--- src/design/ata_pkg.sv ---
// Shared types and constants for the accelerometer tilt angle unit.
package ata_pkg;

  localparam int SQRT_STEPS = 32;
  localparam int NUM_LANES  = 2;
  localparam int LANE_ROLL  = 0;
  localparam int LANE_PITCH = 1;
  localparam int ATAN_LEN   = 24;
  localparam int XW         = 35;
  localparam int AW         = 33;

  typedef logic signed [AW-1:0] ang_t;
  typedef logic signed [XW-1:0] vec_t;

  localparam logic signed [16:0] DEG90_Q8   = 17'sd23040;
  localparam ang_t               ROUND_HALF = 33'sd32768;

  localparam ang_t ATAN_DEG_Q24 [ATAN_LEN] = '{
    33'sd754974720, 33'sd445687602, 33'sd235489088, 33'sd119537938,
    33'sd60000934,  33'sd30029717,  33'sd15018523,  33'sd7509720,
    33'sd3754917,   33'sd1877466,   33'sd938734,    33'sd469367,
    33'sd234684,    33'sd117342,    33'sd58671,     33'sd29335,
    33'sd14668,     33'sd7334,      33'sd3667,      33'sd1833,
    33'sd917,       33'sd458,       33'sd229,       33'sd115
  };

  typedef struct packed {
    logic [31:0]        rad;
    logic [33:0]        rem;
    logic [31:0]        root;
    logic signed [15:0] num;
    logic               den_zero;
  } sqrt_lane_t;

  typedef sqrt_lane_t [NUM_LANES-1:0] sqrt_pair_t;

  typedef struct packed {
    vec_t x;
    vec_t y;
    ang_t ang;
    logic den_zero;
    logic num_zero;
    logic num_neg;
  } cordic_lane_t;

  typedef cordic_lane_t [NUM_LANES-1:0] cordic_pair_t;

endpackage

--- src/design/ata_cordic_cell.sv ---
// One vectoring CORDIC rotation step, for both angle lanes.
module ata_cordic_cell #(
  parameter int IDX = 0
) (
  input  logic                clk,
  input  logic                rst_n,
  input  logic                in_valid,
  input  ata_pkg::cordic_pair_t in_lanes,
  output logic                out_valid,
  output ata_pkg::cordic_pair_t out_lanes
);
  import ata_pkg::*;

  logic         valid_r;
  cordic_pair_t lanes_r;
  cordic_pair_t lanes_nxt;
  vec_t         dx [NUM_LANES];
  vec_t         dy [NUM_LANES];

  always_comb begin
    for (int l = 0; l < NUM_LANES; l++) begin
      dx[l] = in_lanes[l].y >>> IDX;
      dy[l] = in_lanes[l].x >>> IDX;
      lanes_nxt[l] = in_lanes[l];
      if (!in_lanes[l].y[XW-1]) begin
        lanes_nxt[l].x   = in_lanes[l].x + dx[l];
        lanes_nxt[l].y   = in_lanes[l].y - dy[l];
        lanes_nxt[l].ang = in_lanes[l].ang + ATAN_DEG_Q24[IDX];
      end else begin
        lanes_nxt[l].x   = in_lanes[l].x - dx[l];
        lanes_nxt[l].y   = in_lanes[l].y + dy[l];
        lanes_nxt[l].ang = in_lanes[l].ang - ATAN_DEG_Q24[IDX];
      end
    end
  end

  always_ff @(posedge clk) begin
    if (!rst_n) begin
      valid_r <= 1'b0;
    end else begin
      valid_r <= in_valid;
    end
  end

  always_ff @(posedge clk) begin
    lanes_r <= lanes_nxt;
  end

  assign out_valid = valid_r;
  assign out_lanes = lanes_r;

endmodule

--- config.mk ---
export PLATFORM = sky130hd
export DESIGN_NAME = ata_cordic_cell
export DESIGN_NICKNAME = d
export VERILOG_FILES = /design/src/design/ata_pkg.sv /design/src/design/ata_cordic_cell.sv
export SDC_FILE = /design/constraint.sdc
export NUM_CORES = 1
export LEC_CHECK = 0
export ABC_AREA = 1
export BUFFER_PORTS_ARGS = -buffer_cell sky130_fd_sc_hd__buf_2
export CAP_MARGIN = 10
export CORE_AREA = 2 2 263 265
export CTS_CLUSTER_SIZE = 10
export DETAILED_ROUTE_END_ITERATION = 12
export DIE_AREA = 0 0 265 267
export SYNTH_ARGS = -nofsm -noshare
export SYNTH_HDL_FRONTEND = slang
export SYNTH_SLANG_ARGS = --single-unit
export TNS_END_PERCENT = 100
--- constraint.sdc ---
create_clock -name clk -period 2.56 [get_ports clk]
set_input_delay 0.256 -clock clk [delete_from_list [all_inputs] [get_ports clk]]
set_output_delay 0.256 -clock clk [all_outputs]
set_load 0.02 [all_outputs]
==> results.yml <==
status:
  status: "finished, final reports clean"
routing:
  vias_per_cell: 4.913
  highest_layer: "met5"
  route.met3.wl_mm: 7.458
  drt-pass1-iter-count: 6
  routed_wl_mm: 85.23
  drc: 0
  antenna_left: 0
  dr_total_vias: 23300
  wl_met2_mm: 40.19
  first_iter_violations: 1931
  met1_length_mm: 34.42
  post_drt_wl_per_cell_um: 17.97
timing:
  final-max-slew-violation-count: 0
  fin_crit_sh_pct: 94.57
  fmax_mhz: 413.1
  tns_ns: 0
  slew-limit-headroom_pct: 41.65
  setup_violations: 0
  rsz0062_at_grt: "false"
  tightestPinTransition_ns: 0.8753
  holdWs_ns: 0.04752
  hold_viol: 0
  period_minus_slack_ns: 2.421
critical_path:
  crit_arrival_ns: 2.91
  timing_worst_setup_path_type: "input pin to flip-flop"
  crit_fanout: 4
  cp_slowest_cell: "dlygate4sd3_1"
  critPathMaxStageDelay_ns: 0.52
  path_cells: "dlygate4sd3_1, buf_2, ha_1, inv_1, fa_1, inv_1, nand3_1, nand3_1, nand2_1, nand2_1, nand2_1, nand2_1, nand3_1, nand2_1, nand2_1, nand3_1, nand2_1"
  end_kind: "flip-flop"
  worst_path_most_repeated_cell: "nand2_1"
  cp-start-kind: "input pin"
  required_ns: 3.05
global_route:
  grt_max_degree: 72
  grt_antenna_before_repair: 22
  track_usage_pct: 22.97
  grt-ovfl-total: 0
  grt_first_pass_wirelength_mm: 124.7
  grt_pass1_vias: 21850
final_layout:
  mostFrequentLayoutCell: "nand2_1"
  final_cell_mix: "nand2_1, inv_1, buf_2, nor2_1, nand3_1"
  finalNetCount: 4283
  drive_gt1_share_pct: 18.58
  syn_to_final_growth_pct: 25.54
synth:
  synthCells: 3280
  seq_area_frac_synth_pct: 20.87
  yosysUniqueCellTypes: 48
  ys_seq_elements: 211
  synth_nets: 3725
  postSynthAreaPerCell_um2: 6.172
  yosys_warnings: 0
  synth_area_mm2: 0.02024
placement:
  globalplace.congestion: 1.003
  hpwl_mm: 71.38
  port_buffers: 427
cts:
  clock-sinks: 211
  tritoncts: "done"
  root_buffer: "clkbuf_16"
  cts.path.max_buffers: 3
  numCtsBuffers: 29
  clkTransAtPathRegs_ns: 0.06
  htree_levels: 1
floorplan:
  die_x_um: 265
  die_h_um: 267
  ioPinCount: 428
  initial_utilization_pct: 29.78
  fp-row-count: 96
  fp.coreArea_mm2: 0.06799
  die-area_mm2: 0.07076
min_path:
  hold_class: "input pin to flip-flop"
power:
  power_density_mw_per_mm2: 537.9
  p_leak_nw: 13.61
  ir_worst_vdd_mv: 0.5808
run:
  drv_cap: 0
final cells by class:
type | instances | area (um^2)
Multi-Input combinational cell | 2493 | 13610
Tap cell | 882 | 1104
Fill cell | 7474 | 42570
Sequential cell | 211 | 4224
Inverter | 482 | 1809
Clock inverter | 8 | 86.33
Timing Repair Buffer | 621 | 3766
Antenna cell | 8 | 20.02
Clock buffer | 38 | 799.5
through the flow:
step	instances	total power, W	util (%)	worst slack [ns]	instance area, um^2
2_1_floorplan	3280	0.007543	-	0.5773	20240
3_3_place_gp	4625	0.009670	35.11	0.0009406	23870
3_5_place_dp	4625	0.009673	35.11	0.01637	23870
4_1_cts	4735	0.01374	37.35	0.1206	25390
5_1_grt	4742	0.01451	37.38	0.01102	25410
6_report	4743	0.01367	37.38	0.1390	25420
sequential cells by signal (all words and copies together) (netlist names):
register and flops:
out_valid 1, out_lanes 210
power by group:
group,leakage (nW),switching [W],internal [W]
Clock,0.420,0.00163,0.00226
Sequential,1.78,0.000192,0.00379
Combinational,11.4,0.00387,0.00193
Total,13.6,0.00569,0.00798
routing by layer:
metal	up-vias	track usage [%]
li1	11590	-
met1	10560	27.37
met2	963	40.28
met3	171	5.111
met4	16	8.383
met5	-	0
Yosys cell counts, drive strengths merged:
library cell | count | area [um^2]
nand2 | 910 | 3498
inv | 482 | 1809
nor2 | 338 | 1410
nand3 | 296 | 1496
a21oi | 267 | 1363
ha | 222 | 2778
dfxtp | 211 | 4224
o21ai | 198 | 1013
buf | 77 | 543.0
xor2 | 58 | 508.0
o21bai | 36 | 270.3
nor3 | 34 | 205.2
nand4 | 23 | 143.9
o22ai | 20 | 125.1
clkbuf | 17 | 63.81
a21o | 13 | 97.59
or2 | 12 | 75.07
o211ai | 10 | 85.08
a21boi | 9 | 71.32
fa | 8 | 160.2
o21a | 8 | 60.06
and2 | 7 | 43.79
xnor2 | 7 | 61.31
nand3b | 6 | 45.04
a31oi | 5 | 31.28
nor4 | 3 | 40.04
o31ai | 3 | 22.52
cells by family after synthesis:
family,share of synthesized area [%]
xor gates and xnor gates,2.812
buffers and inverters,11.93
and+or+nand+nor,34.37
adders and majority gates,14.51
AOI/OAI and AO/OA,15.51
DFF,20.87
final timing paths:
check | startpoint | to | slack [ns] | cells after the start
max | in_lanes[71] | out_lanes[103] | 0.14 | 17
min | in_lanes[105] | out_lanes[70] | 0.05 | 5
worst max-delay path: cells and delay by family:
kind | cells | cell delay [ns]
simple gates | 11 | 1.11
buf+inv | 4 | 0.89
fa+ha+maj | 2 | 0.65
timing repair:
| action | in CTS | in global routing |
|---|---|---|
| resized for setup | 0 | 2 |
| endpoints found under the setup margin | 0 | 4 |
| hold buffers | 64 | 0 |
| endpoints found under the hold margin | 63 | 0 |
| buffers inserted | 0 | 0 |
Note: power is estimated with default switching activity, not from simulation.
