--- src/design/ata_pkg.sv ---
// Shared types and constants for the accelerometer tilt angle unit.
package ata_pkg;

  localparam int SQRT_STEPS = 32;
  localparam int NUM_LANES  = 2;
  localparam int LANE_ROLL  = 0;
  localparam int LANE_PITCH = 1;
  localparam int ATAN_LEN   = 24;
  localparam int XW         = 35;
  localparam int AW         = 33;

  typedef logic signed [AW-1:0] ang_t;
  typedef logic signed [XW-1:0] vec_t;

  localparam logic signed [16:0] DEG90_Q8   = 17'sd23040;
  localparam ang_t               ROUND_HALF = 33'sd32768;

  localparam ang_t ATAN_DEG_Q24 [ATAN_LEN] = '{
    33'sd754974720, 33'sd445687602, 33'sd235489088, 33'sd119537938,
    33'sd60000934,  33'sd30029717,  33'sd15018523,  33'sd7509720,
    33'sd3754917,   33'sd1877466,   33'sd938734,    33'sd469367,
    33'sd234684,    33'sd117342,    33'sd58671,     33'sd29335,
    33'sd14668,     33'sd7334,      33'sd3667,      33'sd1833,
    33'sd917,       33'sd458,       33'sd229,       33'sd115
  };

  typedef struct packed {
    logic [31:0]        rad;
    logic [33:0]        rem;
    logic [31:0]        root;
    logic signed [15:0] num;
    logic               den_zero;
  } sqrt_lane_t;

  typedef sqrt_lane_t [NUM_LANES-1:0] sqrt_pair_t;

  typedef struct packed {
    vec_t x;
    vec_t y;
    ang_t ang;
    logic den_zero;
    logic num_zero;
    logic num_neg;
  } cordic_lane_t;

  typedef cordic_lane_t [NUM_LANES-1:0] cordic_pair_t;

endpackage

--- src/design/ata_finish.sv ---
// Rounding, sign, saturation and special cases of the two angles.
module ata_finish (
  input  logic                clk,
  input  logic                rst_n,
  input  logic                in_valid,
  input  ata_pkg::cordic_pair_t in_lanes,
  output logic                out_valid,
  output logic signed [15:0]  out_roll_deg,
  output logic signed [15:0]  out_pitch_deg
);
  import ata_pkg::*;

  logic               valid_r;
  logic signed [15:0] roll_r;
  logic signed [15:0] pitch_r;
  ang_t               ang_s [NUM_LANES];
  ang_t               sum   [NUM_LANES];
  logic signed [16:0] q     [NUM_LANES];
  logic signed [16:0] res   [NUM_LANES];

  always_comb begin
    for (int l = 0; l < NUM_LANES; l++) begin
      ang_s[l] = (l == LANE_PITCH) ? -in_lanes[l].ang : in_lanes[l].ang;
      sum[l]   = ang_s[l] + ROUND_HALF;
      q[l]     = sum[l][AW-1:16];
      if (in_lanes[l].den_zero) begin
        if (in_lanes[l].num_zero) begin
          res[l] = '0;
        end else if (in_lanes[l].num_neg) begin
          res[l] = -DEG90_Q8;
        end else begin
          res[l] = DEG90_Q8;
        end
        if (l == LANE_PITCH) begin
          res[l] = -res[l];
        end
      end else if (q[l] > DEG90_Q8) begin
        res[l] = DEG90_Q8;
      end else if (q[l] < -DEG90_Q8) begin
        res[l] = -DEG90_Q8;
      end else begin
        res[l] = q[l];
      end
    end
  end

  always_ff @(posedge clk) begin
    if (!rst_n) begin
      valid_r <= 1'b0;
    end else begin
      valid_r <= in_valid;
    end
  end

  always_ff @(posedge clk) begin
    roll_r  <= res[LANE_ROLL][15:0];
    pitch_r <= res[LANE_PITCH][15:0];
  end

  assign out_valid     = valid_r;
  assign out_roll_deg  = roll_r;
  assign out_pitch_deg = pitch_r;

endmodule

--- config.mk ---
export PLATFORM = sky130hd
export DESIGN_NAME = ata_finish
export DESIGN_NICKNAME = d
export VERILOG_FILES = /design/src/design/ata_pkg.sv /design/src/design/ata_finish.sv
export SDC_FILE = /design/constraint.sdc
export NUM_CORES = 1
export LEC_CHECK = 0
export BUFFER_PORTS_ARGS = -buffer_cell sky130_fd_sc_hd__buf_4
export CORE_AREA = 2 2 96 98
export CTS_BUF_LIST = sky130_fd_sc_hd__clkbuf_4 sky130_fd_sc_hd__clkbuf_8 sky130_fd_sc_hd__clkbuf_16
export DETAILED_ROUTE_END_ITERATION = 8
export DIE_AREA = 0 0 98 100
export GPL_ROUTABILITY_DRIVEN = 1
export PLACE_DENSITY = 0.74
export SYNTH_ARGS = -nofsm -noshare
export SYNTH_HDL_FRONTEND = slang
export SYNTH_SLANG_ARGS = --single-unit
--- constraint.sdc ---
create_clock -name clk -period 7 [get_ports clk]
set_clock_uncertainty 0.1 [all_clocks]
set_input_delay 0.7 -clock clk [delete_from_list [all_inputs] [get_ports clk]]
set_output_delay 0.7 -clock clk [all_outputs]
set_load 0.01 [all_outputs]
==> reports/summary.md <==
The run finished with clean final reports. Cell accounting for the most synthesized area: sky130_fd_sc_hd__dfxtp_1. The total routed wirelength is 6990 um, and the final worst-path cycle share is 48.6%. The buffer count from post-CTS setup fixing was 0; the flip-flop and latch count after synthesis was 33. The logs give 661 um2 for the footprint of the flip-flops and latches and 5680 um for the half-perimeter wire length of the detailed placement result.

Global routing consumed, over all layers together, 14.2% of the routing resources. Relative to the synthesized area, the layout overhead comes to 39.6%. After synthesis, the cell types taking the most area are sky130_fd_sc_hd__dfxtp_1, sky130_fd_sc_hd__and3_1, sky130_fd_sc_hd__xor2_1, sky130_fd_sc_hd__xnor2_1, sky130_fd_sc_hd__nor2_1.

Once layout is done, the placed cells without fillers occupy 0.00308 mm2. The count of mapped cells out of synthesis came out at 271. Of the post-synthesis cell area, the dominant cell type holds 29.9%. Summing all multi-input logic gate instances after layout gives 0.00146 mm2.

Post-CTS repair changed the size of 0 cells. Effective utilization at floorplan: 24.8%. Setup repair after global routing left no endpoint under its margin. Setup total negative slack on the finished layout was measured at 0 ns.

For the fill cell total of the finished layout, the log shows 943. The post-synthesis area per instance was 8.15 um2. Prior to clock tree synthesis, the placed netlist has a worst setup slack of 3.36 ns.

The routability congestion estimate from global placement is 0.874, and the number of hold violations in the final report is 0. The initial antenna violation count was 0. The routed length per placed instance came out at 14.9 um. The netlist uses 66 different library cells. The proportion of synthesized flip-flops having asynchronous set or reset is 0%. The tools report the total vias in the final route as 2,431.

The final core area utilization is 34.7%, and the post-place instance area is 0.00298 mm2. The critical path arrival is 3.52 ns, and the number of primary I/O pins is 248. When the netlist entered floorplanning its net count stood at 487.

The number of port buffers works out to 92. The root buffer cell chosen for the clock tree is sky130_fd_sc_hd__clkbuf_8. The tools report the number of antenna cells inserted as 0. Hold is met by 0.520 ns. The warning count from the yosys run was 0.

The worst vdd rail ir drop was 65.8 uV. The tools report the first-pass detailed-route iteration total as 4. In this run the horizontal extent of the chip is 98 um. Hold repair after CTS inserted 0 buffers. The synthesized netlist occupies a cell area of 0.00221 mm2. For this run, the leading register cell type out of synthesis is sky130_fd_sc_hd__dfxtp_1.

The logs give 3.60 ns for the worst path setup slack after routing and 2 for the maximum count of clock buffers along a single path. The relative slew slack was 48.0%. The number of DRC violations after detailed routing was 0; the number of flops mapped to enable cells by yosys was 0.

The logs give 1.29 nW for the static leakage and 470 for the final instance count without filler cells. The number of placed cells counting well taps came out at 462. After the first detailed-routing iteration, the DRC count stood at 80. The total power per unit cell area works out to 160 mW/mm2. Kind of critical path: primary input to flip-flop. The max-capacitance violation count was 0. The tools report the maximum number of pins on one net before global-route repair as 14. Measured along the y axis, the die boundary spans 100 um.

Of the cells placed in the final design, the portion with a size suffix greater than 1 is 32.3%. The tools report the total clock buffers created by CTS as 5. The run gives 29.9% as the sequential element share of the synthesized area.

In this run the core area contains 35 standard-cell rows. The tools report the element type at the critical path start as a primary input. The core region is 0.00889 mm2. The kind of end point of the critical path was a flip-flop. The clock period minus final worst setup slack was 3.40 ns. The first-pass GRT wire length was 11,200 um. The highest achievable clock rate is 294 MHz. TritonCTS built the clock tree. The tools report the die outline area as 0.00980 mm2. The data required time of the worst path was 7.12 ns; the via count of the first global-routing pass was 2,327.

The max-slew violation count was 0. Most frequent cell after synthesis: sky130_fd_sc_hd__dfxtp_1. The min-delay analysis places its worst path in the category primary input to flip-flop. The overall power after layout is 0.492 mW, and the maximum fanout encountered on the critical timing path is 13. The final layout contains 574 nets. The run gives 2 as the number of levels in the clock H-tree. Using the TritonRoute via totals, the vias-per-cell ratio works out to 5.17.

The worst-margin pin slew works out to 0.778 ns. Final setup violation count: 0. Counting instances in the post-synthesis netlist gives the leading cell types as sky130_fd_sc_hd__dfxtp_1, sky130_fd_sc_hd__nor2_1, sky130_fd_sc_hd__nand2_1, sky130_fd_sc_hd__and3_1, sky130_fd_sc_hd__nor3_1. After clock tree synthesis, the clock-pin slew on the worst setup and hold paths is 0.07 ns. The tree built by TritonCTS fans out to 33 sinks. The remaining antenna violation count after routing is 0, and the total grt overflow is 0.
## area by class of cell
| type | count | area share, % |
|---|---|---|
| Multi-Input combinational cell | 218 | 47.4 |
| Timing Repair Buffer | 92 | 22.4 |
| Sequential cell | 33 | 21.4 |
| Tap cell | 111 | 4.50 |
| Clock buffer | 7 | 3.12 |
| Inverter | 8 | 0.974 |
| Clock inverter | 1 | 0.162 |
## path summary, 6_finish.rpt
| path | end | slack [ns] | from | cells after the start |
|---|---|---|---|---|
| max | out_pitch_deg[3]$_SDFF_PP0_ | 3.60 | in_lanes[123] | 8 |
| min | out_valid$_SDFF_PN0_ | 0.52 | in_valid | 2 |
## critical path, stage by stage
cell and delay [ns]:
sky130_fd_sc_hd__buf_4 0.11, sky130_fd_sc_hd__or4_4 0.55, sky130_fd_sc_hd__o41ai_4 0.78, sky130_fd_sc_hd__a31oi_1 0.30, sky130_fd_sc_hd__a211oi_1 0.33, sky130_fd_sc_hd__o311ai_2 0.19, sky130_fd_sc_hd__nor3_4 0.31, sky130_fd_sc_hd__and3_1 0.24
## state kept, by name (all words and copies together), names as in the netlist
register	flops
out_valid	1
out_pitch_deg	16
out_roll_deg	16
## per-layer routing
layer	GRT usage [%]	part of all wire, %
met1	16.8	41
met3	4.53	7.6
met2	25.2	51
met5	0	0
met4	3.42	0.36
## cell families after synthesis
kind of cell	synth area share (%)
AOI/OAI and AO/OA	22.9
xor gates and xnor gates	7.54
adders and majority gates	0.566
buffers and inverters	3.91
DFF	29.9
muxes	0.907
and+or+nand+nor	34.3
## cell usage in the layout, fill, tap and decap left out, types with 9 or more instances in the layout
cell type	n
sky130_fd_sc_hd__a21oi_1	10
sky130_fd_sc_hd__and3_1	15
sky130_fd_sc_hd__buf_4	92
sky130_fd_sc_hd__dfxtp_1	33
sky130_fd_sc_hd__nand2_1	19
sky130_fd_sc_hd__nand3_1	13
sky130_fd_sc_hd__nor2_1	20
sky130_fd_sc_hd__nor3_1	14
sky130_fd_sc_hd__nor4_1	11
sky130_fd_sc_hd__xnor2_1	9
sky130_fd_sc_hd__xor2_1	10
## power breakdown
part	switching, mW	total, mW	internal [mW]
clock network	0.0664	0.155	0.0888
registers	0.00454	0.206	0.202
logic	0.0673	0.130	0.0632
total	0.138	0.492	0.354
Power figures use the tool's default switching activity.
