### src/design/ata_pkg.sv
// Shared types and constants for the accelerometer tilt angle unit.
package ata_pkg;

  localparam int SQRT_STEPS = 32;
  localparam int NUM_LANES  = 2;
  localparam int LANE_ROLL  = 0;
  localparam int LANE_PITCH = 1;
  localparam int ATAN_LEN   = 24;
  localparam int XW         = 35;
  localparam int AW         = 33;

  typedef logic signed [AW-1:0] ang_t;
  typedef logic signed [XW-1:0] vec_t;

  localparam logic signed [16:0] DEG90_Q8   = 17'sd23040;
  localparam ang_t               ROUND_HALF = 33'sd32768;

  localparam ang_t ATAN_DEG_Q24 [ATAN_LEN] = '{
    33'sd754974720, 33'sd445687602, 33'sd235489088, 33'sd119537938,
    33'sd60000934,  33'sd30029717,  33'sd15018523,  33'sd7509720,
    33'sd3754917,   33'sd1877466,   33'sd938734,    33'sd469367,
    33'sd234684,    33'sd117342,    33'sd58671,     33'sd29335,
    33'sd14668,     33'sd7334,      33'sd3667,      33'sd1833,
    33'sd917,       33'sd458,       33'sd229,       33'sd115
  };

  typedef struct packed {
    logic [31:0]        rad;
    logic [33:0]        rem;
    logic [31:0]        root;
    logic signed [15:0] num;
    logic               den_zero;
  } sqrt_lane_t;

  typedef sqrt_lane_t [NUM_LANES-1:0] sqrt_pair_t;

  typedef struct packed {
    vec_t x;
    vec_t y;
    ang_t ang;
    logic den_zero;
    logic num_zero;
    logic num_neg;
  } cordic_lane_t;

  typedef cordic_lane_t [NUM_LANES-1:0] cordic_pair_t;

endpackage

### src/design/ata_sqrt_cell.sv
// One digit step of the pipelined square root, for both angle lanes.
module ata_sqrt_cell (
  input  logic              clk,
  input  logic              rst_n,
  input  logic              in_valid,
  input  ata_pkg::sqrt_pair_t in_lanes,
  output logic              out_valid,
  output ata_pkg::sqrt_pair_t out_lanes
);
  import ata_pkg::*;

  logic       valid_r;
  sqrt_pair_t lanes_r;
  sqrt_pair_t lanes_nxt;
  logic [35:0] cand  [NUM_LANES];
  logic [35:0] trial [NUM_LANES];
  logic [35:0] diff  [NUM_LANES];

  always_comb begin
    for (int l = 0; l < NUM_LANES; l++) begin
      cand[l]  = {in_lanes[l].rem, in_lanes[l].rad[31:30]};
      trial[l] = {2'b00, in_lanes[l].root, 2'b01};
      diff[l]  = cand[l] - trial[l];
      lanes_nxt[l]     = in_lanes[l];
      lanes_nxt[l].rad = {in_lanes[l].rad[29:0], 2'b00};
      if (cand[l] >= trial[l]) begin
        lanes_nxt[l].rem  = diff[l][33:0];
        lanes_nxt[l].root = {in_lanes[l].root[30:0], 1'b1};
      end else begin
        lanes_nxt[l].rem  = cand[l][33:0];
        lanes_nxt[l].root = {in_lanes[l].root[30:0], 1'b0};
      end
    end
  end

  always_ff @(posedge clk) begin
    if (!rst_n) begin
      valid_r <= 1'b0;
    end else begin
      valid_r <= in_valid;
    end
  end

  always_ff @(posedge clk) begin
    lanes_r <= lanes_nxt;
  end

  assign out_valid = valid_r;
  assign out_lanes = lanes_r;

endmodule

### config.mk
export PLATFORM = sky130hd
export DESIGN_NAME = ata_sqrt_cell
export DESIGN_NICKNAME = d
export VERILOG_FILES = /design/src/design/ata_pkg.sv /design/src/design/ata_sqrt_cell.sv
export SDC_FILE = /design/constraint.sdc
export NUM_CORES = 1
export LEC_CHECK = 0
export ABC_CLOCK_PERIOD_IN_PS = 2800
export BUFFER_PORTS_ARGS = -buffer_cell sky130_fd_sc_hd__buf_2
export CORE_AREA = 4 4 179 181
export DETAILED_ROUTE_END_ITERATION = 7
export DIE_AREA = 0 0 183 185
export GPL_TIMING_DRIVEN = 0
export HOLD_SLACK_MARGIN = 0.12
export SETUP_SLACK_MARGIN = 0.05
export SYNTH_ARGS = -nofsm -noshare
export SYNTH_HDL_FRONTEND = slang
export SYNTH_SLANG_ARGS = --single-unit
### constraint.sdc
create_clock -name clk -period 2.8 [get_ports clk]
set_input_delay 0.14 -clock clk [delete_from_list [all_inputs] [get_ports clk]]
set_output_delay 0.14 -clock clk [all_outputs]
set_load 0.005 [all_outputs]
==> results of run 1 <==
cells in the mapped netlist (3+ instances only):
cell type  instances  area, um^2
dfxtp_1          227        4540
inv_1             92         345
a21oi_1           85         425
ha_1              68         851
nor2_1            65         244
xnor2_1           40         350
o21ai_0           38         190
nand2_1           35         131
a21o_1            30         225
mux2_4            27         405
xor2_1            19         166
mux2_2            15         169
nand4_1           15        93.8
clkbuf_1          12        45.0
nand3_1           11        55.1
o21bai_1          10        75.1
o21a_1             9        67.6
nand2b_1           8        50.1
nor3_1             8        40.0
a31oi_1            7        43.8
buf_4              7        52.6
nor2b_1            7        43.8
a211oi_1           6        45.0
o211ai_1           5        37.5
a21boi_0           4        30.0
and2_1             4        25.0
nor4_1             4        25.0
o31a_1             4        35.0
o31ai_1            4        30.0
and3_1             3        18.8
buf_12             3        60.1
buf_2              3        15.0
buf_6              3        33.8
o2111ai_1          3        26.3
o221a_2            3        33.8
sequential cells by signal (all words and copies together), names as in the netlist:
register	count
out_lanes	226
out_valid	1
final cells by class:
cell class / count / area [um^2]
fillers: 2732 / 15000
repair buffers: 690 / 4600
flip-flops and latches: 227 / 4540
multi-input cells: 582 / 4360
clock buffers: 33 / 706
well taps: 396 / 495
inverters: 92 / 345
plain buffers: 28 / 213
clock inverters: 13 / 174
worst max path at each step:
stage                             start                      to  slack [ns]
after floorplan            in_lanes[18]   out_lanes[55]$_DFF_P_        0.09
after global placement    in_lanes[147]  out_lanes[177]$_DFF_P_       -0.74
after detailed placement  in_lanes[147]  out_lanes[177]$_DFF_P_       -0.65
after CTS                  in_lanes[62]   out_lanes[80]$_DFF_P_        0.07
after global routing      in_lanes[148]  out_lanes[167]$_DFF_P_        0.04
final                      in_lanes[62]   out_lanes[68]$_DFF_P_        0.12
power breakdown:
part	switching (mW)	internal (mW)
Sequential	0.0964	3.58
Clock	1.40	2.07
Combinational	1.00	1.15
cells by family after synthesis:
kind of cell | Yosys count | synth area share [%]
adder cells (fa/ha/maj) | 68 | 9.04
XOR/XNOR | 59 | 5.49
buffers and inverters | 121 | 5.97
multiplexers | 44 | 6.32
AO/OA/AOI/OAI | 233 | 16.0
AND/OR/NAND/NOR | 174 | 8.90
flip-flops | 227 | 48.3
other | 1 | 0.0399
per-stage QoR:
step / power [mW] / cell area (um^2) / setup TNS (ns)
CTS: 9.38 / 15400 / 0
global placement: 5.58 / 12200 / -28.32
floorplan: 4.79 / 9420 / 0
global route: 9.78 / 15400 / 0
finish: 9.30 / 15400 / 0
detailed placement: 5.60 / 12200 / -26.31
layer usage:
metal,GRT usage (%),routed length [um],up-vias
li1,-,-,4632
met4,4.26,647,10
met3,5.91,2920,59
met1,19.5,12400,4245
met2,36.2,17900,347
met5,0,49,-
worst max-delay path: cells and delay by family:
kind                       cells  cell delay (ns)
muxes                          1             0.30
adders and majority gates      1             0.28
buffers and inverters          5             1.13
AOI/OAI and AO/OA              6             1.23
repair_timing:
| item | CTS | global route |
|---|---|---|
| gates resized for setup | 2 | 9 |
| buffers inserted | 0 | 5 |
| pin swaps | 0 | 5 |
| setup endpoints to repair | 20 | 56 |
| endpoints found under the hold margin | 225 | 5 |
==> impl_metrics.prom, run 1 <==
# TYPE chip_impl_metric gauge
chip_impl_metric{name="antenna_found_initial",unit=""} 6
chip_impl_metric{name="ys.warnings.count",unit=""} 0
chip_impl_info{name="grt_setup_unrepaired",value="yes"} 1
chip_impl_metric{name="yosys_register_bits",unit=""} 227
chip_impl_info{name="mostFrequentLayoutCells",value="buf_2 (462), dfxtp_1 (227), dlygate4sd3_1 (226), inv_1 (91), a21oi_1 (84)"} 1
chip_impl_metric{name="clock_pin_slew_of_the_registers_on_the_worst_case_setup_and_hold_paths",unit="ns"} 0.06
chip_impl_metric{name="final.period_utilization",unit="%"} 95.7
chip_impl_metric{name="vias",unit=""} 9293
chip_impl_metric{name="vias_per_cell",unit=""} 4.51
chip_impl_info{name="cts_tree",value="done"} 1
chip_impl_metric{name="grt_max_degree",unit=""} 15
chip_impl_metric{name="clock_tree.htree_level_count",unit=""} 1
chip_impl_metric{name="min_period",unit="ns"} 2.68
chip_impl_metric{name="die_area",unit="um^2"} 33900
chip_impl_metric{name="post-place-cells",unit=""} 1785
chip_impl_info{name="crit_chain",value="dlygate4sd3_1 -> buf_2 -> ha_1 -> buf_6 -> a21oi_1 -> o21ai_0 -> a21oi_4 -> o21a_1 -> o21ai_1 -> a2111o_1 -> buf_6 -> buf_12 -> mux2_4"} 1
chip_impl_info{name="violations",value="hold timing"} 1
chip_impl_metric{name="num-nets-final",unit=""} 1947
chip_impl_metric{name="ant_nets",unit=""} 0
chip_impl_info{name="cts-root-buf",value="clkbuf_16"} 1
chip_impl_metric{name="insertedDiodeCount",unit=""} 0
chip_impl_metric{name="min_path_cells",unit=""} 3
chip_impl_metric{name="detail_route.first_pass.iterations",unit=""} 5
chip_impl_metric{name="cp_data_arrival_time",unit="ns"} 3.10
chip_impl_metric{name="syn_avg_cell_area",unit="um^2"} 10.2
chip_impl_metric{name="fmaxAchievable",unit="GHz"} 0.373
chip_impl_info{name="critPathCaptureType",value="flop"} 1
chip_impl_info{name="hold_path.startpoint",value="in_lanes[164]"} 1
chip_impl_metric{name="rows",unit=""} 64
chip_impl_metric{name="chipHeight",unit="um"} 185
chip_impl_metric{name="dp_hpwl",unit="um"} 25000
chip_impl_metric{name="dieWidth",unit="um"} 183
chip_impl_metric{name="utilization",unit="%"} 50.7
chip_impl_metric{name="setup_ws",unit="ns"} 0.121
chip_impl_metric{name="critical_path_peak_fanout",unit=""} 10
chip_impl_metric{name="grt-ovfl-total",unit=""} 0
chip_impl_metric{name="synthCells",unit=""} 927
chip_impl_metric{name="final-max-slew-violation-count",unit=""} 0
chip_impl_metric{name="yosysSeqAreaShare",unit="%"} 48.3
chip_impl_metric{name="drt_iter0_drc",unit=""} 263
chip_impl_metric{name="cellLeakagePower",unit="nW"} 7.65
chip_impl_metric{name="post-route-drc-count",unit=""} 0
chip_impl_metric{name="cts.path.max_buffers",unit=""} 3
chip_impl_metric{name="place_worst_setup_slack",unit="ns"} -0.645
chip_impl_info{name="critical-path-slowest-cell",value="dlygate4sd3_1"} 1
chip_impl_metric{name="finish.cell_count_without_fillers",unit=""} 2061
chip_impl_metric{name="cts.sinks",unit=""} 227
chip_impl_info{name="cp_common_cell",value="buf_6"} 1
chip_impl_info{name="outcome",value="finished with violations"} 1
chip_impl_metric{name="timing.final.setup_violations",unit=""} 0
chip_impl_metric{name="worst_hold_slack",unit="ns"} -0.0985
chip_impl_metric{name="netlist_area",unit="um^2"} 9410
chip_impl_metric{name="placeableCoreArea",unit="um^2"} 30400
chip_impl_info{name="layout_commonest_cell",value="buf_2"} 1
chip_impl_metric{name="numPortBuffers",unit=""} 459
chip_impl_metric{name="flow.area_growth_from_synthesis",unit="%"} 64.1
chip_impl_metric{name="postRouteWirelength",unit="um"} 33900
chip_impl_metric{name="global_route_wire_length_before_repair",unit="um"} 51500
chip_impl_metric{name="maxCapViolations",unit=""} 0
chip_impl_metric{name="synth_cell_types",unit=""} 67
chip_impl_metric{name="power_density",unit="nW/um^2"} 602
chip_impl_info{name="worst_setup_path_start_kind",value="primary input"} 1
chip_impl_metric{name="drive_gt1_share",unit="%"} 35.4
chip_impl_metric{name="cts-buffers-inserted",unit=""} 25
chip_impl_metric{name="hold_violations",unit=""} 5
chip_impl_metric{name="cts.hold.buffers_added",unit=""} 226
chip_impl_info{name="timing.hold.worst_endpoint",value="out_lanes[166]$_DFF_P_"} 1
chip_impl_metric{name="wire_per_inst",unit="um"} 16.5
chip_impl_metric{name="grt_pass1_vias",unit=""} 9963
chip_impl_metric{name="synth_edf_count",unit=""} 0
chip_impl_metric{name="worst_slew_margin_rel",unit="%"} 61.1
chip_impl_metric{name="slowest_delay",unit="ns"} 0.54
chip_impl_metric{name="gpl.final_weighted_congestion",unit=""} 0.882
chip_impl_metric{name="global_route_usage_over_all_layers",unit="%"} 18.7
chip_impl_info{name="timing_worst_setup_path_type",value="in -> reg"} 1
chip_impl_metric{name="critPathRequiredTime",unit="ns"} 3.22
chip_impl_metric{name="io_pins",unit=""} 464
chip_impl_metric{name="max-vdd-ir-drop",unit="uV"} 413
chip_impl_info{name="worst_hold_path_type",value="in -> reg"} 1
chip_impl_metric{name="starting_utilization_of_the_core_area",unit="%"} 30.9
chip_impl_metric{name="worst_pin_slew",unit="ns"} 0.583
chip_impl_info{name="dominantRegCellSynth",value="dfxtp_1"} 1
chip_impl_metric{name="asyncSetResetFlopFracSynth",unit="%"} 0
Power figures use the tool's default switching activity.
==> run 2: changes to the inputs <==
--- a/config.mk
+++ b/config.mk
@@ -12,6 +12,7 @@
 export DIE_AREA = 0 0 183 185
 export GPL_TIMING_DRIVEN = 0
 export HOLD_SLACK_MARGIN = 0.12
+export MAX_ROUTING_LAYER = met4
 export SETUP_SLACK_MARGIN = 0.05
 export SYNTH_ARGS = -nofsm -noshare
 export SYNTH_HDL_FRONTEND = slang
==> run 2 against run 1 <==
Sequential power about the same. Largest power group unchanged. The flow still finishes with violations (hold timing). Via count increased by 0.27%. Largest cell class unchanged. Power increased by 0.66%.
==> impl_metrics.prom, run 2 (synthesized netlist as in run 1, its figures left out) <==
# TYPE chip_impl_metric gauge
chip_impl_metric{name="grt_max_degree",unit=""} 14
chip_impl_info{name="grt_setup_unrepaired",value="no"} 1
chip_impl_metric{name="maxCapViolations",unit=""} 0
chip_impl_info{name="cts_tree",value="done"} 1
chip_impl_metric{name="ant_nets",unit=""} 0
chip_impl_info{name="crit_chain",value="dlygate4sd3_1 -> buf_2 -> inv_1 -> ha_1 -> a21oi_2 -> o21bai_1 -> a21oi_1 -> o21ai_0 -> a31oi_1 -> o21ai_2 -> buf_4 -> mux2_2 -> dlygate4sd3_1"} 1
chip_impl_metric{name="slowest_delay",unit="ns"} 0.57
chip_impl_metric{name="grt_pass1_vias",unit=""} 10051
chip_impl_metric{name="antenna_found_initial",unit=""} 3
chip_impl_metric{name="wire_per_inst",unit="um"} 16.5
chip_impl_metric{name="worst_slew_margin_rel",unit="%"} 58.0
chip_impl_metric{name="vias",unit=""} 9318
chip_impl_metric{name="critical_path_peak_fanout",unit=""} 6
chip_impl_metric{name="starting_utilization_of_the_core_area",unit="%"} 30.9
chip_impl_metric{name="timing.final.setup_violations",unit=""} 0
chip_impl_metric{name="final-max-slew-violation-count",unit=""} 0
chip_impl_metric{name="grt-ovfl-total",unit=""} 0
chip_impl_metric{name="cp_data_arrival_time",unit="ns"} 3.10
chip_impl_info{name="timing.critical_path.from",value="in_lanes[159]"} 1
chip_impl_metric{name="numPortBuffers",unit=""} 459
chip_impl_metric{name="dieWidth",unit="um"} 183
chip_impl_metric{name="m1WireLength",unit="um"} 12700
chip_impl_metric{name="io_pins",unit=""} 464
chip_impl_metric{name="routed-wl-met2",unit="um"} 17800
chip_impl_info{name="worst_hold_path_type",value="in -> reg"} 1
chip_impl_metric{name="fmaxAchievable",unit="GHz"} 0.371
chip_impl_metric{name="cellLeakagePower",unit="nW"} 7.65
chip_impl_metric{name="worst_hold_slack",unit="ns"} -0.0754
chip_impl_info{name="worst_setup_path_start_kind",value="primary input"} 1
chip_impl_metric{name="cts-buffers-inserted",unit=""} 26
chip_impl_metric{name="fin_total_pwr",unit="mW"} 9.36
chip_impl_metric{name="critical_path_depth",unit=""} 13
chip_impl_metric{name="cts.sinks",unit=""} 227
chip_impl_metric{name="clock_pin_slew_of_the_registers_on_the_worst_case_setup_and_hold_paths",unit="ns"} 0.06
chip_impl_metric{name="final.period_utilization",unit="%"} 96.4
chip_impl_info{name="worstSetupEndpoint",value="out_lanes[170]$_DFF_P_"} 1
chip_impl_metric{name="postRouteWirelength",unit="um"} 34100
chip_impl_metric{name="min_period",unit="ns"} 2.70
chip_impl_info{name="mostFrequentLayoutCells",value="buf_2 (461), dfxtp_1 (227), dlygate4sd3_1 (226), inv_1 (91), a21oi_1 (83)"} 1
chip_impl_metric{name="chipHeight",unit="um"} 185
chip_impl_metric{name="clock_tree.htree_level_count",unit=""} 1
chip_impl_info{name="highest_layer",value="met4"} 1
chip_impl_metric{name="global_route_usage_over_all_layers",unit="%"} 19.2
chip_impl_info{name="cts-root-buf",value="clkbuf_16"} 1
chip_impl_metric{name="detailroute.wirelength.met3",unit="um"} 2680
chip_impl_metric{name="power_density",unit="nW/um^2"} 605
chip_impl_metric{name="rows",unit=""} 64
chip_impl_metric{name="num-nets-final",unit=""} 1948
chip_impl_metric{name="placeableCoreArea",unit="um^2"} 30400
chip_impl_info{name="outcome",value="finished with violations"} 1
chip_impl_info{name="layout_commonest_cell",value="buf_2"} 1
chip_impl_metric{name="drt_iter0_drc",unit=""} 257
chip_impl_info{name="cp_common_cell",value="dlygate4sd3_1"} 1
chip_impl_metric{name="detail_route.first_pass.iterations",unit=""} 5
chip_impl_metric{name="post-route-drc-count",unit=""} 0
chip_impl_metric{name="cts.path.max_buffers",unit=""} 3
chip_impl_metric{name="die_area",unit="um^2"} 33900
chip_impl_metric{name="dp_hpwl",unit="um"} 25000
chip_impl_metric{name="largest_register_ff_count",unit=""} 226
chip_impl_metric{name="fill_cell_total_of_the_finished_layout",unit=""} 2774
chip_impl_metric{name="drive_gt1_share",unit="%"} 35.5
chip_impl_metric{name="vias_per_cell",unit=""} 4.51
chip_impl_info{name="violations",value="hold timing"} 1
chip_impl_metric{name="max-vdd-ir-drop",unit="uV"} 733
chip_impl_metric{name="critPathRequiredTime",unit="ns"} 3.20
chip_impl_metric{name="hold_violations",unit=""} 4
chip_impl_metric{name="global_route_wire_length_before_repair",unit="um"} 51500
chip_impl_info{name="critPathCaptureType",value="flop"} 1
chip_impl_info{name="critical-path-slowest-cell",value="dlygate4sd3_1"} 1
chip_impl_info{name="timing_worst_setup_path_type",value="in -> reg"} 1
chip_impl_metric{name="flow.area_growth_from_synthesis",unit="%"} 64.5
chip_impl_info{name="critical-path-top-delay-family",value="buffers and inverters"} 1
chip_impl_metric{name="critPathBufInv",unit=""} 5
chip_impl_metric{name="worst_pin_slew",unit="ns"} 0.623
chip_impl_metric{name="gpl.final_weighted_congestion",unit=""} 0.898
[run 2: changes by cell type in the layout (fill, tap and decap cells not counted), sizes merged]
cell | before | now
buf | 480 | 479
inv | 94 | 93
diode | 0 | 3
clkinv | 5 | 3
clkbuf | 44 | 47
clkinvlp | 3 | 4
[run 2: layout make-up]
| cell class | count | area, um^2 | share of cell area, % |
|---|---|---|---|
| diodes | 3 | 7.51 | 0.0485 |
| plain buffers | 28 | 215 | 1.39 |
| clock buffers | 35 | 756 | 4.88 |
| clock inverters | 11 | 144 | 0.930 |
| inverters | 92 | 345 | 2.23 |
| multi-input cells | 582 | 4370 | 28.3 |
| flip-flops and latches | 227 | 4540 | 29.4 |
| well taps | 396 | 495 | 3.20 |
| repair buffers | 690 | 4600 | 29.7 |
[run 2: where the power goes]
part	switching (mW)	leakage, nW	internal, mW
Sequential	0.0907	1.92	3.58
Combinational	1.01	5.31	1.16
Clock	1.36	0.431	2.16
Total	2.47	7.65	6.90
[run 2: stage by stage]
stage               instance area, um^2  utilization, %  worst slack, ns  std cells  TNS [ns]
global placement                  12200            40.1           -0.745       1785    -28.66
detailed placement                12200            40.1           -0.663       1785    -26.59
floorplan                          9420               -           0.0858        930         0
CTS                               15400            50.5           0.0623       2056         0
finish                            15500            50.9            0.102       2064         0
global route                      15500            50.9           0.0527       2064         0
[run 2: repair_timing]
action                                  CTS  global route
resized for setup                         2            13
hold buffers                            225             1
setup buffers                             0             5
endpoints found under the setup margin   24            59
pin swaps                                 0             6
endpoints found under the hold margin   225             5
[run 2: worst min-delay path by stage]
stage                             endpoint           from  cells past startpoint  slack [ns]
global route        out_lanes[164]$_DFF_P_  in_lanes[228]                      3       -0.06
CTS                 out_lanes[165]$_DFF_P_  in_lanes[229]                      3        -0.1
floorplan             out_lanes[0]$_DFF_P_    in_lanes[0]                      0        0.17
finish              out_lanes[165]$_DFF_P_  in_lanes[229]                      3       -0.08
detailed placement  out_lanes[215]$_DFF_P_  in_lanes[213]                      1        0.24
global placement    out_lanes[216]$_DFF_P_  in_lanes[214]                      1        0.24
[run 2: layer usage]
metal  track usage (%)  vias up
li1                  -     4645
met3              4.62       60
met4              5.24        0
met1              20.2     4247
met5                 -        -
met2              35.9      366
